`config.mk`:
```
export PLATFORM = sky130hd
export DESIGN_NAME = debounced_press_duration_classifier
export DESIGN_NICKNAME = d
export VERILOG_FILES = /design/src/design/dpdc_pkg.sv /design/src/design/dpdc_tracker.sv /design/src/design/debounced_press_duration_classifier.sv
export SDC_FILE = /design/constraint.sdc
export NUM_CORES = 1
export LEC_CHECK = 0
export BUFFER_PORTS_ARGS = -buffer_cell sky130_fd_sc_hd__buf_2
export CAP_MARGIN = 10
export CORE_UTILIZATION = 67
export DETAILED_ROUTE_END_ITERATION = 10
export PLACE_DENSITY = 0.91
export SLEW_MARGIN = 15
export SYNTH_ARGS = -nofsm -noshare
export SYNTH_HDL_FRONTEND = slang
export SYNTH_HIERARCHICAL = 1
export SYNTH_SLANG_ARGS = --single-unit
```
`constraint.sdc`:
```
create_clock -name clk -period 7.1 [get_ports clk]
set_input_delay 0.355 -clock clk [delete_from_list [all_inputs] [get_ports clk]]
set_output_delay 0.355 -clock clk [all_outputs]
set_load 0.03 [all_outputs]
```
`src/design/dpdc_pkg.sv`:
```
package dpdc_pkg;

  localparam int TIME_WIDTH_DEF = 64;
  localparam int CFG_INDEX_W = 8;
  localparam int CFG_DATA_W = 32;
  localparam int THR_W = 32;
  localparam int DB_W = 8;

  localparam logic [DB_W-1:0] DEBOUNCE_COUNT_RST = DB_W'(10);
  localparam logic [THR_W-1:0] HOLD_TIME_RST = THR_W'(500 * 1000);
  localparam logic [THR_W-1:0] LONG_HOLD_TIME_RST = THR_W'(2000 * 1000);
  localparam logic [THR_W-1:0] VLONG_HOLD_TIME_RST = THR_W'(5000 * 1000);

  localparam logic [CFG_INDEX_W-1:0] CFG_DEBOUNCE_COUNT = CFG_INDEX_W'(0);
  localparam logic [CFG_INDEX_W-1:0] CFG_HOLD_TIME = CFG_INDEX_W'(1);
  localparam logic [CFG_INDEX_W-1:0] CFG_LONG_HOLD_TIME = CFG_INDEX_W'(2);
  localparam logic [CFG_INDEX_W-1:0] CFG_VLONG_HOLD_TIME = CFG_INDEX_W'(3);

  typedef enum logic [3:0] {
    EV_NONE        = 4'd0,
    EV_DOWN        = 4'd1,
    EV_CLICK_REL   = 4'd2,
    EV_HOLD_BEGIN  = 4'd3,
    EV_HOLD_REL    = 4'd4,
    EV_LONG_BEGIN  = 4'd5,
    EV_LONG_REL    = 4'd6,
    EV_VLONG_BEGIN = 4'd7,
    EV_VLONG_REL   = 4'd8
  } event_t;

  typedef struct packed {
    logic [DB_W-1:0]  debounce_count;
    logic [THR_W-1:0] hold_time_us;
    logic [THR_W-1:0] long_hold_time_us;
    logic [THR_W-1:0] very_long_hold_time_us;
  } cfg_t;

endpackage

```
`src/design/dpdc_tracker.sv`:
```
module dpdc_tracker
  import dpdc_pkg::*;
#(
  parameter int TIME_WIDTH = TIME_WIDTH_DEF
) (
  input  logic                  clk,
  input  logic                  rst_n,
  input  logic                  step,
  input  logic                  raw,
  input  logic [TIME_WIDTH-1:0] now,
  input  cfg_t                  cfg,
  output event_t                event_code,
  output logic                  stable_level
);

  typedef enum logic [2:0] {
    PH_IDLE,
    PH_PRESSED,
    PH_HOLD,
    PH_LONG,
    PH_VLONG
  } phase_t;

  logic [DB_W-1:0]       cnt_r, cnt_nxt;
  logic                  level_r, level_nxt;
  phase_t                phase_r, phase_nxt;
  logic [TIME_WIDTH-1:0] start_r, start_nxt;
  event_t                event_r, event_nxt;
  logic [DB_W-1:0]       limit;
  logic [TIME_WIDTH-1:0] elapsed;
  logic                  over_hold, over_long, over_vlong;

  always_comb begin
    limit = (cfg.debounce_count == '0) ? DB_W'(1) : cfg.debounce_count;
    cnt_nxt = cnt_r;
    if (raw) begin
      if (cnt_r < limit) cnt_nxt = cnt_r + DB_W'(1);
    end else begin
      if (cnt_r != '0) cnt_nxt = cnt_r - DB_W'(1);
    end
    level_nxt = level_r;
    if (cnt_nxt >= limit) begin
      level_nxt = 1'b1;
    end else if (cnt_nxt == '0) begin
      level_nxt = 1'b0;
    end
  end

  assign elapsed    = now - start_r;
  assign over_hold  = elapsed > TIME_WIDTH'(cfg.hold_time_us);
  assign over_long  = elapsed > TIME_WIDTH'(cfg.long_hold_time_us);
  assign over_vlong = elapsed > TIME_WIDTH'(cfg.very_long_hold_time_us);

  always_comb begin
    phase_nxt = phase_r;
    start_nxt = start_r;
    event_nxt = EV_NONE;
    unique case (phase_r)
      PH_PRESSED: begin
        if (!level_nxt) begin
          phase_nxt = PH_IDLE;
          event_nxt = EV_CLICK_REL;
        end else if (over_long) begin
          phase_nxt = PH_LONG;
          event_nxt = EV_LONG_BEGIN;
        end else if (over_hold) begin
          phase_nxt = PH_HOLD;
          event_nxt = EV_HOLD_BEGIN;
        end
      end
      PH_HOLD: begin
        if (!level_nxt) begin
          phase_nxt = PH_IDLE;
          event_nxt = EV_HOLD_REL;
        end else if (over_long) begin
          phase_nxt = PH_LONG;
          event_nxt = EV_LONG_BEGIN;
        end
      end
      PH_LONG: begin
        if (!level_nxt) begin
          phase_nxt = PH_IDLE;
          event_nxt = EV_LONG_REL;
        end else if (over_vlong) begin
          phase_nxt = PH_VLONG;
          event_nxt = EV_VLONG_BEGIN;
        end
      end
      PH_VLONG: begin
        if (!level_nxt) begin
          phase_nxt = PH_IDLE;
          event_nxt = EV_VLONG_REL;
        end
      end
      default: begin
        phase_nxt = PH_IDLE;
        if (level_nxt) begin
          phase_nxt = PH_PRESSED;
          start_nxt = now;
          event_nxt = EV_DOWN;
        end
      end
    endcase
  end

  always_ff @(posedge clk) begin
    if (!rst_n) begin
      cnt_r   <= '0;
      level_r <= 1'b0;
      phase_r <= PH_IDLE;
      start_r <= '0;
      event_r <= EV_NONE;
    end else if (step) begin
      cnt_r   <= cnt_nxt;
      level_r <= level_nxt;
      phase_r <= phase_nxt;
      start_r <= start_nxt;
      event_r <= event_nxt;
    end
  end

  assign event_code   = event_r;
  assign stable_level = level_r;

endmodule

```
`src/design/debounced_press_duration_classifier.sv`:
```
// An accepted beat waits in the input register, then steps into the result register.
// Throughput: one beat per cycle; the input register and the result register
// form a two-entry pipeline, so the input stalls only while a full pipeline
// waits on a stalled output.
// Reset (synchronous, active low) empties the pipeline, loads the default
// thresholds and returns the debouncer and the press tracker to released/idle.
module debounced_press_duration_classifier
  import dpdc_pkg::*;
#(
  parameter int TIME_WIDTH = TIME_WIDTH_DEF
) (
  input  logic                   clk,
  input  logic                   rst_n,
  input  logic                   in_valid,
  output logic                   in_stall,
  input  logic                   in_raw_pressed,
  input  logic [63:0]            in_now_us,
  output logic                   out_valid,
  input  logic                   out_stall,
  output logic [3:0]             out_event_code,
  output logic                   out_stable_level,
  input  logic                   cfg_valid,
  output logic                   cfg_ready,
  input  logic [CFG_INDEX_W-1:0] cfg_index,
  input  logic [CFG_DATA_W-1:0]  cfg_data
);

  cfg_t                  cfg_r;
  logic                  s1_valid_r;
  logic                  raw_r;
  logic [TIME_WIDTH-1:0] now_r;
  logic                  out_valid_r;
  logic                  out_load;
  logic                  step;
  logic                  in_take;
  event_t                event_code;

  assign cfg_ready = 1'b1;

  always_ff @(posedge clk) begin
    if (!rst_n) begin
      cfg_r.debounce_count         <= DEBOUNCE_COUNT_RST;
      cfg_r.hold_time_us           <= HOLD_TIME_RST;
      cfg_r.long_hold_time_us      <= LONG_HOLD_TIME_RST;
      cfg_r.very_long_hold_time_us <= VLONG_HOLD_TIME_RST;
    end else if (cfg_valid && cfg_ready) begin
      unique case (cfg_index)
        CFG_DEBOUNCE_COUNT:  cfg_r.debounce_count         <= cfg_data[DB_W-1:0];
        CFG_HOLD_TIME:       cfg_r.hold_time_us           <= cfg_data[THR_W-1:0];
        CFG_LONG_HOLD_TIME:  cfg_r.long_hold_time_us      <= cfg_data[THR_W-1:0];
        CFG_VLONG_HOLD_TIME: cfg_r.very_long_hold_time_us <= cfg_data[THR_W-1:0];
        default: ;
      endcase
    end
  end

  assign out_load = !out_valid_r || !out_stall;
  assign step     = s1_valid_r && out_load;
  assign in_stall = s1_valid_r && !out_load;
  assign in_take  = in_valid && !in_stall;

  always_ff @(posedge clk) begin
    if (!rst_n) begin
      s1_valid_r  <= 1'b0;
      out_valid_r <= 1'b0;
    end else begin
      if (in_take) begin
        s1_valid_r <= 1'b1;
      end else if (step) begin
        s1_valid_r <= 1'b0;
      end
      if (out_load) begin
        out_valid_r <= s1_valid_r;
      end
    end
  end

  always_ff @(posedge clk) begin
    if (in_take) begin
      raw_r <= in_raw_pressed;
      now_r <= in_now_us[TIME_WIDTH-1:0];
    end
  end

  dpdc_tracker #(
    .TIME_WIDTH(TIME_WIDTH)
  ) u_tracker (
    .clk          (clk),
    .rst_n        (rst_n),
    .step         (step),
    .raw          (raw_r),
    .now          (now_r),
    .cfg          (cfg_r),
    .event_code   (event_code),
    .stable_level (out_stable_level)
  );

  assign out_valid      = out_valid_r;
  assign out_event_code = event_code;

endmodule

```
==> results.py <==
metrics = {
    "floorplan": {
        "die_w_um": 163.9,
        "design.core.area_um2": 25470,
        "die_area_um2": 26860,
        "rows": 58,
        "initial_utilization_pct": 68.94,
        "die_y_um": 163.9,
        "io_pins": 118,
    },
    "synthesis": {
        "yosys_warnings": 6,
        "syn_inst": 2022,
        "syn_avg_cell_area_um2": 8.684,
        "synth.cell_area_um2": 17560,
        "synthArstFlopShare_pct": 0,
        "yosysSeqAreaShare_pct": 32.32,
        "synth-seq-cells": 251,
        "synth_edf_count": 65,
        "synth_cell_types": 95,
        "syn-num-nets": 2310,
        "synth_ff_type": "dfxtp_1",
    },
    "power": {
        "power.switching_uw": 1619,
        "leakage_uw": 0.008187,
        "p_seq_share_pct": 34.2,
        "power_frac_clock_pct": 31.3,
        "switching_share_pct": 34.97,
        "p_int_uw": 3011,
        "ir_worst_vdd_uv": 231.9,
        "p_per_area_nw_per_um2": 237.2,
        "pwr-share-comb_pct": 34.5,
    },
    "setup_path": {
        "worstPathMaxFanout": 6,
        "r2r_end": "u_tracker/phase_r[2]$_SDFFE_PN0P_",
        "r2r_setup_slack_ns": 1.27,
        "critPathLaunchType": "flop",
        "r2r_cells": 24,
        "cp_top_family": "compound AO/OA/AOI/OAI gates",
        "cp-endpoint": "u_tracker/phase_r[2]$_SDFFE_PN0P_",
        "startpoint": "now_r[0]$_DFFE_PP_",
        "crit_path_end_kind": "flop",
        "reg2reg_from": "now_r[0]$_DFFE_PP_",
        "crit_buf_inv": 2,
        "cp_slowest_cell": "fa_1",
        "required_ns": 7.53,
        "arrival_ns": 6.26,
        "cp.depth": 24,
        "path_cells": "inv_1, ha_1, inv_1, fa_1, a211oi_2, o21ai_2, a211oi_1, a21oi_1, a21oi_1, nor2_1, nor2_1, xnor2_1, ha_1, nand3_1, nor3_1, nand2_1, or3_1, o22ai_1, o211ai_1, nand2_1, nor3b_1, o311ai_2, and3b_1, o21a_1",
        "path_class": "flop to flop",
        "slowest_delay_ns": 0.43,
    },
    "clock_network": {
        "clock_sinks": 251,
        "cts_tree": "built",
        "cts-htree-levels": 1,
        "clk_latency_ns": 0.55,
        "cts-resized-gates": 0,
        "cts_setup_buffers": 0,
        "cts_buffers": 27,
        "clk_pin_slew_worst_paths_ns": 0.06,
        "clockBufferDepth": 3,
        "cts-root-buf": "clkbuf_16",
    },
    "global_routing": {
        "grt_pass1_wl_um": 74440,
        "antenna_found_initial": 0,
        "grt_pass1_vias": 14960,
        "gr-usage-all-layers_pct": 34.74,
        "grt-ovfl-total": 0,
        "grt_start_max_net_pins": 136,
    },
    "placed_design": {
        "dp_hpwl_um": 34980,
        "routabilityCongestion": 0.9686,
        "numPortBuffers": 116,
        "dpl_cell_area_um2": 18110,
    },
    "timing": {
        "finalCriticalPeriod_ns": 5.826,
        "final_max_slew_viol_count": 0,
        "report.final.setup_viol": 0,
        "fin_crit_sh_pct": 82.06,
        "hold_viol_final": 0,
        "slew_headroom_pct": 38.98,
        "final.setup.tns_ns": 0,
        "fmax_mhz": 171.6,
        "clock_skew_ns": 0.009161,
        "rsz0062_at_grt": "false",
        "worst_pin_slew_ns": 0.9153,
    },
    "min_path": {
        "hold_path_class": "input pin to flop",
    },
    "final_layout": {
        "n_antenna_cell": 0,
        "layout_common_cells": "nand2_1 (237), dfxtp_1 (186), inv_1 (184)",
        "drive_above_1_share_pct": 10.17,
        "fin_nets": 2421,
        "synthToLayoutAreaGrowth_pct": 11.17,
        "design_area_um2": 19520,
        "ff_latch_area_um2": 5675,
        "fill_cells": 1743,
        "final_common_cell": "nand2_1",
        "multi_input_area_um2": 10670,
    },
    "detailed_routing": {
        "wl_per_cell_um": 19.12,
        "first_pass_iters": 6,
        "route.detailed.drc": 0,
        "via_count": 15470,
        "drt_wl_total_um": 47480,
        "via_per_inst": 6.228,
        "first_iter_violations": 1508,
        "antenna_left": 0,
    },
    "run": {
        "drv_cap": 0,
    },
    "outcome": {
        "status": "finished clean",
    },
}
power groups by stage:
| stage | combinational [uW] | sequential, uW | clock [uW] |
|---|---|---|---|
| 2_1_floorplan | 1140 | 1600 | 0 |
| 3_3_place_gp | 1480 | 1610 | 0 |
| 3_5_place_dp | 1510 | 1610 | 0 |
| 4_1_cts | 1550 | 1580 | 1470 |
| 5_1_grt | 1740 | 1590 | 1520 |
| 6_report | 1600 | 1580 | 1450 |
stage by stage:
step	setup WS, ns	utilization, %	std cells	hold WS (ns)	power (uW)
5_1_grt	0.9177	76.63	2483	0.007541	4846
3_3_place_gp	1.759	71.10	2383	0.4445	3085
2_1_floorplan	2.363	-	2022	0.4345	2741
4_1_cts	1.413	76.63	2483	0.002666	4599
6_report	1.274	76.63	2483	0.01570	4630
3_5_place_dp	1.462	71.10	2383	0.4514	3127
cells in the mapped netlist (8+ instances only):
| cell type | n | share of area [%] |
|---|---|---|
| a211oi_1 | 15 | 0.64 |
| a21o_1 | 34 | 1.5 |
| a21oi_1 | 127 | 3.6 |
| a21oi_2 | 8 | 0.40 |
| a31oi_1 | 11 | 0.39 |
| buf_2 | 30 | 0.86 |
| buf_4 | 11 | 0.47 |
| buf_6 | 13 | 0.83 |
| clkbuf_1 | 38 | 0.81 |
| dfxtp_1 | 186 | 21 |
| edfxtp_1 | 65 | 11 |
| ha_1 | 177 | 13 |
| inv_1 | 184 | 3.9 |
| mux2i_1 | 176 | 10 |
| nand2_1 | 237 | 5.1 |
| nand3_1 | 30 | 0.86 |
| nand4_1 | 62 | 2.2 |
| nor2_1 | 99 | 2.1 |
| nor2b_1 | 124 | 4.4 |
| nor3_1 | 41 | 1.2 |
| nor4_1 | 8 | 0.29 |
| o211ai_1 | 20 | 0.86 |
| o21a_1 | 20 | 0.86 |
| o21ai_0 | 64 | 1.8 |
| o21ai_1 | 17 | 0.48 |
| o31ai_1 | 11 | 0.47 |
| or3_1 | 10 | 0.36 |
| xnor2_1 | 28 | 1.4 |
| xor2_1 | 21 | 1.0 |
worst min-delay path by stage:
stage                                      start                endpoint  slack, ns  cells after the start
after CTS                           in_now_us[4]      now_r[4]$_DFFE_PP_      0.003                      1
after floorplan           cfg_r[96]$_SDFFE_PN0P_  cfg_r[96]$_SDFFE_PN0P_       0.43                      2
after detailed placement  cfg_r[40]$_SDFFE_PN0P_  cfg_r[40]$_SDFFE_PN0P_       0.45                      2
final                               in_now_us[4]      now_r[4]$_DFFE_PP_       0.02                      1
after global routing               in_now_us[16]     now_r[16]$_DFFE_PP_      0.008                      1
after global placement    cfg_r[96]$_SDFFE_PN0P_  cfg_r[96]$_SDFFE_PN0P_       0.44                      2
sequential cells by signal, indices dropped and copies added (netlist names):
signal,count
u_tracker/start_r,64
u_tracker/stable_level,1
now_r,64
cfg_r,104
out_valid,1
s1_valid_r,1
u_tracker/event_code,4
u_tracker/cnt_r,8
raw_r,1
u_tracker/phase_r,3
cells by family (layout without fill, tap and decap cells):
family          count (synthesis)  in the layout  synth area share, %
other cells                     1              1              0.02136
simple gates                  665            665                19.40
xor+xnor                       49             49                2.444
mux                           180            180                10.29
flops                         251            251                32.32
compound gates                419            419                15.83
fa+ha+maj                     178            178                12.73
buf+inv                       279            410                6.969
metal layers:
layer  track usage, %  routed length, um
met5                0                  0
met4            12.16               1595
met3            4.293               3733
met2            58.92              22230
met1            45.42              19920
cell type report:
cell class / count / share of cell area [%]
multi-input combinational: 1492 / 54.68
sequential: 251 / 29.07
timing repair buffer: 176 / 5.968
clock buffer: 38 / 3.878
inverter: 185 / 3.557
tap: 330 / 2.115
clock inverter: 11 / 0.7307
timing repair:
action,in CTS,in global routing
hold buffers,51,0
hold endpoints to repair,51,0
setup endpoints to repair,0,0
No activity file was read; power rests on OpenSTA's default activity.
